==> config.mk <==
export PLATFORM = sky130hd
export DESIGN_NAME = clock_block_cache_tags
export DESIGN_NICKNAME = d
export VERILOG_FILES = /design/src/cbct_pkg.sv /design/src/clock_block_cache_tags.sv
export VERILOG_INCLUDE_DIRS = /design/src /design/src/src
export SDC_FILE = /design/constraint.sdc
export NUM_CORES = 2
export LEC_CHECK = 0
export ABC_AREA = 1
export BUFFER_PORTS_ARGS = -buffer_cell sky130_fd_sc_hd__clkbuf_2
export CORE_ASPECT_RATIO = 0.8
export CORE_MARGIN = 8
export CORE_UTILIZATION = 40
export DETAILED_ROUTE_END_ITERATION = 16
export SYNTH_ARGS = -nofsm -noshare
export SYNTH_HDL_FRONTEND = slang
export SYNTH_SLANG_ARGS = --single-unit
==> constraint.sdc <==
create_clock -name clk -period 5.4 [get_ports clk]
set_clock_uncertainty 0.05 [all_clocks]
set_input_delay 1.08 -clock clk [delete_from_list [all_inputs] [get_ports clk]]
set_output_delay 1.08 -clock clk [all_outputs]
set_load 0.05 [all_outputs]
==> src/clock_block_cache_tags_defines.svh <==
// Assertion macros shared by the clock block cache tag engine.
// No dependencies; included by the files that carry assertions.
`ifndef CLOCK_BLOCK_CACHE_TAGS_DEFINES_SVH
`define CLOCK_BLOCK_CACHE_TAGS_DEFINES_SVH

// Same-cycle implication, disabled during reset.
`define CBCT_ASSERT_NOW(label, ante, cons, msg) \
  label: assert property (@(posedge clk) disable iff (!rst_n) (ante) |-> (cons)) \
    else $error(msg);

// Next-cycle implication, disabled during reset.
`define CBCT_ASSERT_NEXT(label, ante, cons, msg) \
  label: assert property (@(posedge clk) disable iff (!rst_n) (ante) |=> (cons)) \
    else $error(msg);

`endif

==> src/cbct_pkg.sv <==
// Types and constants of the clock block cache tag engine.
// No dependencies; imported by clock_block_cache_tags and the testbench.
package cbct_pkg;

  localparam int ENTRIES     = 64;
  localparam int BLOCK_BYTES = 512;

  localparam int ENTRY_W = $clog2(ENTRIES);
  localparam int SCAN_W  = ENTRY_W + 1;
  localparam int OFF_W   = $clog2(BLOCK_BYTES);
  localparam int TAG_W   = 32;
  localparam int POS_W   = 41;
  localparam int LEN_W   = 16;
  localparam int GLEN_W  = 10;

  // input tdata layout
  localparam int IN_POS_LSB = 0;
  localparam int IN_LEN_LSB = IN_POS_LSB + POS_W;
  localparam int IN_DATA_W  = 64;

  // output tdata layout
  localparam int OUT_HIT_LSB  = 0;
  localparam int OUT_SLOT_LSB = OUT_HIT_LSB + 1;
  localparam int OUT_FILL_LSB = OUT_SLOT_LSB + ENTRY_W;
  localparam int OUT_WB_LSB   = OUT_FILL_LSB + 1;
  localparam int OUT_BLK_LSB  = OUT_WB_LSB + 1;
  localparam int OUT_GLEN_LSB = OUT_BLK_LSB + TAG_W;
  localparam int OUT_USED_W   = OUT_GLEN_LSB + GLEN_W;
  localparam int OUT_DATA_W   = ((OUT_USED_W + 7) / 8) * 8;

  typedef enum logic {
    CMD_READ  = 1'b0,
    CMD_WRITE = 1'b1
  } cbct_cmd_t;

  typedef enum logic [1:0] {
    ST_IDLE,
    ST_SCAN,
    ST_WALK,
    ST_DONE
  } cbct_state_t;

endpackage

==> src/clock_block_cache_tags.sv <==
// Clock (second chance) tag and replacement engine of a block cache.
// Single access transaction in, one result transaction out; latency is set by the
// tag memory scan and the clock walk. A hit on entry k ends the scan at that entry;
// a miss scans all 64 tags, then walks the used bits one slot a cycle until it finds
// a clear used bit, which marks the victim slot. The tag memory has
// one read port, read once a cycle during the scan. A new access is taken only when
// the previous one has finished; a finished result waits in the output register.
// Depends on cbct_pkg and clock_block_cache_tags_defines.svh.
`include "clock_block_cache_tags_defines.svh"

module clock_block_cache_tags
  import cbct_pkg::*;
(
  input  logic                  clk,
  input  logic                  rst_n,
  input  logic                  in_tvalid,
  output logic                  in_tready,
  // [40:0] byte_pos, [56:41] req_len, [63:57] zero
  input  logic [IN_DATA_W-1:0]  in_tdata,
  // [0] cmd
  input  logic                  in_tuser,
  output logic                  out_tvalid,
  input  logic                  out_tready,
  // [0] hit, [6:1] slot, [7] fill_needed, [8] write_back, [40:9] block_number,
  // [50:41] granted_len, [55:51] zero
  output logic [OUT_DATA_W-1:0] out_tdata
);

  cbct_state_t state_r, state_nxt;

  logic [TAG_W-1:0]   tag_mem [ENTRIES];
  logic [TAG_W-1:0]   rd_data_r;
  logic               mem_we;

  logic [SCAN_W-1:0]  scan_addr_r, scan_addr_nxt;
  logic [ENTRY_W-1:0] cmp_idx_r, cmp_idx_nxt;
  logic               cmp_vld_r, cmp_vld_nxt;
  logic [ENTRIES-1:0] valid_r, valid_nxt;
  logic [ENTRIES-1:0] used_r, used_nxt;
  logic [ENTRY_W-1:0] ptr_r, ptr_nxt;
  cbct_cmd_t          cmd_r, cmd_nxt;
  logic [TAG_W-1:0]   blk_r, blk_nxt;
  logic [GLEN_W-1:0]  glen_r, glen_nxt;
  logic               hit_r, hit_nxt;
  logic [ENTRY_W-1:0] slot_r, slot_nxt;
  logic               out_tvalid_r, out_tvalid_nxt;
  logic [OUT_DATA_W-1:0] out_tdata_r, out_tdata_nxt;

  logic [POS_W-1:0]   in_pos;
  logic [LEN_W-1:0]   in_len;
  logic [GLEN_W-1:0]  room;
  logic               tag_match;
  logic               scan_last;
  logic               out_free;

  assign in_pos    = in_tdata[IN_POS_LSB +: POS_W];
  assign in_len    = in_tdata[IN_LEN_LSB +: LEN_W];
  assign room      = GLEN_W'(BLOCK_BYTES) - GLEN_W'(in_pos[OFF_W-1:0]);
  assign tag_match = cmp_vld_r && valid_r[cmp_idx_r] && (rd_data_r == blk_r);
  assign scan_last = cmp_vld_r && (cmp_idx_r == ENTRY_W'(ENTRIES - 1));
  assign out_free  = !out_tvalid_r || out_tready;

  assign in_tready  = (state_r == ST_IDLE);
  assign out_tvalid = out_tvalid_r;
  assign out_tdata  = out_tdata_r;

  // next state
  always_comb begin
    state_nxt = state_r;
    unique case (state_r)
      ST_IDLE: if (in_tvalid) state_nxt = ST_SCAN;
      ST_SCAN: begin
        if (tag_match) begin
          state_nxt = ST_DONE;
        end else if (scan_last) begin
          state_nxt = ST_WALK;
        end
      end
      ST_WALK: if (!used_r[ptr_r]) state_nxt = ST_DONE;
      ST_DONE: if (out_free) state_nxt = ST_IDLE;
      default: state_nxt = ST_IDLE;
    endcase
  end

  // datapath and outputs
  always_comb begin
    scan_addr_nxt  = scan_addr_r;
    cmp_idx_nxt    = cmp_idx_r;
    cmp_vld_nxt    = cmp_vld_r;
    valid_nxt      = valid_r;
    used_nxt       = used_r;
    ptr_nxt        = ptr_r;
    cmd_nxt        = cmd_r;
    blk_nxt        = blk_r;
    glen_nxt       = glen_r;
    hit_nxt        = hit_r;
    slot_nxt       = slot_r;
    out_tdata_nxt  = out_tdata_r;
    out_tvalid_nxt = out_tvalid_r && !out_tready;
    mem_we         = 1'b0;

    unique case (state_r)
      ST_IDLE: begin
        if (in_tvalid) begin
          cmd_nxt       = cbct_cmd_t'(in_tuser);
          blk_nxt       = in_pos[OFF_W +: TAG_W];
          glen_nxt      = (in_len > LEN_W'(room)) ? room : in_len[GLEN_W-1:0];
          scan_addr_nxt = '0;
          cmp_vld_nxt   = 1'b0;
        end
      end
      ST_SCAN: begin
        // issue one tag read a cycle, compare the registered data next cycle
        if (scan_addr_r < SCAN_W'(ENTRIES)) begin
          scan_addr_nxt = scan_addr_r + SCAN_W'(1);
          cmp_idx_nxt   = scan_addr_r[ENTRY_W-1:0];
          cmp_vld_nxt   = 1'b1;
        end else begin
          cmp_vld_nxt = 1'b0;
        end
        if (tag_match) begin
          hit_nxt             = 1'b1;
          slot_nxt            = cmp_idx_r;
          used_nxt[cmp_idx_r] = 1'b1;
        end
      end
      ST_WALK: begin
        if (used_r[ptr_r]) begin
          // second chance: clear and advance
          used_nxt[ptr_r] = 1'b0;
          ptr_nxt = (ptr_r == ENTRY_W'(ENTRIES - 1)) ? '0 : ptr_r + ENTRY_W'(1);
        end else begin
          mem_we           = 1'b1;
          valid_nxt[ptr_r] = 1'b1;
          used_nxt[ptr_r]  = 1'b1;
          hit_nxt          = 1'b0;
          slot_nxt         = ptr_r;
        end
      end
      ST_DONE: begin
        if (out_free) begin
          out_tvalid_nxt = 1'b1;
          out_tdata_nxt  = '0;
          out_tdata_nxt[OUT_HIT_LSB]                = hit_r;
          out_tdata_nxt[OUT_SLOT_LSB +: ENTRY_W]    = slot_r;
          out_tdata_nxt[OUT_FILL_LSB]               = !hit_r;
          out_tdata_nxt[OUT_WB_LSB]                 = (cmd_r == CMD_WRITE);
          out_tdata_nxt[OUT_BLK_LSB +: TAG_W]       = blk_r;
          out_tdata_nxt[OUT_GLEN_LSB +: GLEN_W]     = glen_r;
        end
      end
      default: ;
    endcase
  end

  // tag memory, registered read
  always_ff @(posedge clk) begin
    if (mem_we) begin
      tag_mem[ptr_r] <= blk_r;
    end
    rd_data_r <= tag_mem[scan_addr_r[ENTRY_W-1:0]];
  end

  always_ff @(posedge clk) begin
    if (!rst_n) begin
      state_r      <= ST_IDLE;
      cmp_vld_r    <= 1'b0;
      valid_r      <= '0;
      used_r       <= '0;
      ptr_r        <= '0;
      out_tvalid_r <= 1'b0;
      scan_addr_r  <= '0;
    end else begin
      state_r      <= state_nxt;
      cmp_vld_r    <= cmp_vld_nxt;
      valid_r      <= valid_nxt;
      used_r       <= used_nxt;
      ptr_r        <= ptr_nxt;
      out_tvalid_r <= out_tvalid_nxt;
      scan_addr_r  <= scan_addr_nxt;
    end
  end

  always_ff @(posedge clk) begin
    cmp_idx_r   <= cmp_idx_nxt;
    cmd_r       <= cmd_nxt;
    blk_r       <= blk_nxt;
    glen_r      <= glen_nxt;
    hit_r       <= hit_nxt;
    slot_r      <= slot_nxt;
    out_tdata_r <= out_tdata_nxt;
  end

  `CBCT_ASSERT_NOW(a_done_slot_live, state_r == ST_DONE, valid_r[slot_r] && used_r[slot_r], "result slot not valid and used")
  `CBCT_ASSERT_NOW(a_miss_at_pointer, state_r == ST_DONE && !hit_r, slot_r == ptr_r, "miss slot differs from clock pointer")
  `CBCT_ASSERT_NOW(a_scan_pairing, state_r == ST_SCAN && cmp_vld_r, SCAN_W'(cmp_idx_r) + SCAN_W'(1) == scan_addr_r, "compare index out of step with read address")
  `CBCT_ASSERT_NEXT(a_walk_stops, state_r == ST_WALK && !used_r[ptr_r], state_r == ST_DONE && valid_r[$past(ptr_r)], "walk did not fill the victim slot")

endmodule

==> results.sh <==
export IMPL_period_minus_slack_ns=4.065
export IMPL_post_route_period_util=0.7527
export IMPL_grt_pass1_wl_um=416400
export IMPL_root_buffer="clkbuf_16"
export IMPL_core_um2=232100
export IMPL_die_area_um2=249700
export IMPL_cp_slowest_stage_delay_ns=0.69
export IMPL_holdBufCountCts=0
export IMPL_fmax_mhz=246.0
export IMPL_antenna_found_initial=19
export IMPL_grt_max_degree=155
export IMPL_synth_edf_count=2155
export IMPL_clkTransAtPathRegs_ns=0.06
export IMPL_ys_ff_latch=2332
export IMPL_status="finished, final reports clean"
export IMPL_grt_pass1_vias=60420
export IMPL_fin_ws_ns=1.335
export IMPL_arrival_ns=4.51
export IMPL_wire_per_inst_um=26.04
export IMPL_clockPowerShare=0.347
export IMPL_preCtsSetupSlack_ns=1.313
export IMPL_min_path_cells=1
export IMPL_avgSynthCellArea_um2=11.98
export IMPL_synth_area_um2=93550
export IMPL_vias=63950
export IMPL_yosysUniqueCellTypes=42
export IMPL_hp_class="input pin to flip-flop"
export IMPL_nNetsFinal=7918
export IMPL_leakagePower_nw=35.59
export IMPL_cts_htree_levels=4
export IMPL_vias_per_cell=5.736
export IMPL_critPathCaptureType="flip-flop"
export IMPL_worstPathMaxFanout=35
export IMPL_cp_num_buf_inv=4
export IMPL_fin_tns_setup_ns=0
export IMPL_grt_overflow_total=0
export IMPL_worst_pin_slew_ns=1.421
export IMPL_crit_chain="inv_2 -> nand2_1 -> nand2_1 -> nand2_1 -> nand2_1 -> nand2_1 -> nand2_1 -> nand2_1 -> nand2_1 -> nor2_1 -> nand2_1 -> nor2_4 -> buf_4 -> nand2_1 -> inv_2 -> buf_4"
export IMPL_path_depth=16
export IMPL_die_h_um=448.6
export IMPL_vdd_drop_max_mv=0.3811
export IMPL_cts_buffer_depth=3
export IMPL_dpl_instance_area_um2=98220
export IMPL_seqPwrFrac=0.468
export IMPL_cts_sinks=2332
export IMPL_cts_tree="built"
export IMPL_start_util=0.4031
export IMPL_switching_share=0.2967
export IMPL_drv_cap=0
export IMPL_switching_power_mw=13.57
export IMPL_drcViolationCount=0
export IMPL_syn_inst=7806
export IMPL_design_area_um2=105600
export IMPL_area_delta_synth_final_pct=12.88
export IMPL_finalHoldViolCount=0
export IMPL_ys_seq_area_frac=0.7296
export IMPL_clock_latency_ns=0.85
export IMPL_first_pass_iters=6
export IMPL_path_common_cell="nand2_1"
export IMPL_maxSlewHeadroom=0.04262
export IMPL_ff2ff_path_depth=16
export IMPL_ys_warn_count=0
export IMPL_cts_resized_gates=0
export IMPL_critical_path_class="flip-flop to flip-flop"
export IMPL_p_per_area_nw_per_um2=433.1
export IMPL_drive_above_1_share=0.1028
export IMPL_combPwrFrac=0.185
export IMPL_track_usage=0.2228
export IMPL_io_pins=127
export IMPL_drtAntennaViolNets=0
export IMPL_portBuffers=114
export IMPL_internal_power_mw=32.17
export IMPL_yosys_most_used_dff="edfxtp_1"
export IMPL_required_ns=5.85
export IMPL_die_x_um=556.7
export IMPL_path_delay_family="buffers and inverters"
export IMPL_rsz0062_at_grt="false"
export IMPL_synthArstFlopShare=0
export IMPL_setup_violations_final=0
export IMPL_postCtsSetupRepairBufs=0
export IMPL_report_final_slew_viol_count=0
export IMPL_row_count=158
export IMPL_critPathLaunchType="flip-flop"
export IMPL_drt_total_wl_um=290400
export IMPL_initialDrtViolationCount=9247
export IMPL_post_dp_hpwl_um=161000
export IMPL_cp_slowest_cell="dfxtp_1"
export IMPL_numCtsBuffers=223
export IMPL_gp_congestion=0.8689
[kinds of logic after synthesis]
group                    synth area share
AO/OA/AOI/OAI                      0.1345
XOR/XNOR                         0.001685
adder cells (fa/ha/maj)          0.002274
buffers and inverters             0.03543
flip-flops                         0.7296
other                          0.00004008
AND/OR/NAND/NOR                   0.09648
[flip-flops by register name, summed over array words and instances, names as in the netlist, 7 cells and up, named ones only]
signal / cells
blk_r: 32
tag_mem: 2048
rd_data_r: 32
scan_addr_r: 7
out_tdata: 51
valid_r: 64
glen_r: 10
[cell type report]
class	instances	area (um2)
fill	20820	126500
sequential	2332	68280
multi-input combinational	4678	22040
clock buffer	300	6238
tap	3120	3904
timing repair buffer	339	3010
clock inverter	117	1129
inverter	258	1001
antenna	5	12.51
[Yosys cell counts (7+ instances only)]
master / number / share of area
a21oi_1: 159 / 0.0085
buf_4: 22 / 0.0018
nand2_1: 600 / 0.024
o22ai_1: 631 / 0.042
ha_1: 17 / 0.0023
o211ai_1: 32 / 0.0026
dfxtp_1: 177 / 0.038
nor3_1: 32 / 0.0017
o21ai_1: 24 / 0.0013
edfxtp_1: 2155 / 0.69
clkbuf_1: 395 / 0.016
buf_2: 105 / 0.0056
buf_1: 14 / 0.00056
o221ai_1: 9 / 0.00084
xor2_1: 13 / 0.0012
nand3_1: 34 / 0.0018
nand2_2: 51 / 0.0034
nor2_1: 1573 / 0.063
o31ai_1: 7 / 0.00056
inv_1: 251 / 0.010
o21ai_0: 1444 / 0.077
o32ai_1: 7 / 0.00066
or2_2: 7 / 0.00047
[cells in the final DEF (no fill, tap or decap), types with 114 or more instances in the layout]
cell / instances
edfxtp_1: 2155
nor2_1: 1573
o21ai_0: 1444
o22ai_1: 631
nand2_1: 600
clkbuf_16: 230
inv_1: 181
dfxtp_1: 171
buf_4: 165
a21oi_1: 158
clkbuf_2: 114
[final timing paths]
| check | from | slack, ns | end |
|---|---|---|---|
| min reg2reg | glen_r[5] | 0.37 | out_tdata[46] |
| max reg2reg | ptr_r[0] | 1.34 | tag_mem[30][2] |
| min | in_tdata[17] | 0.36 | blk_r[8] |
| max | ptr_r[0] | 1.34 | tag_mem[30][2] |
[power groups by stage]
stage / Sequential [mW] / Clock (mW) / Combinational [mW]
5_1_grt: 21.4 / 16.7 / 9.18
6_report: 21.4 / 15.9 / 8.48
4_1_cts: 21.4 / 16.0 / 8.35
3_3_place_gp: 21.8 / 0 / 8.16
2_1_floorplan: 22.1 / 0 / 4.78
3_5_place_dp: 21.8 / 0 / 8.33
[routing by layer]
metal / wire [um] / global-route usage
met2: 131800 / 0.3492
met1: 118900 / 0.3080
met4: 10610 / 0.07663
met3: 29020 / 0.04811
met5: 22 / 0
[metrics by stage]
step                      power (mW)  utilization  hold WS [ns]  instances
after global routing           47.30       0.4550        0.3267      11140
final                          45.74       0.4550        0.3648      11150
after CTS                      45.74       0.4550        0.3191      11140
after global placement         29.92       0.4232        0.3516      10730
after floorplan                26.90            -        0.3503       7810
after detailed placement       30.10       0.4232        0.3552      10730
Power figures use the tool's default switching activity.
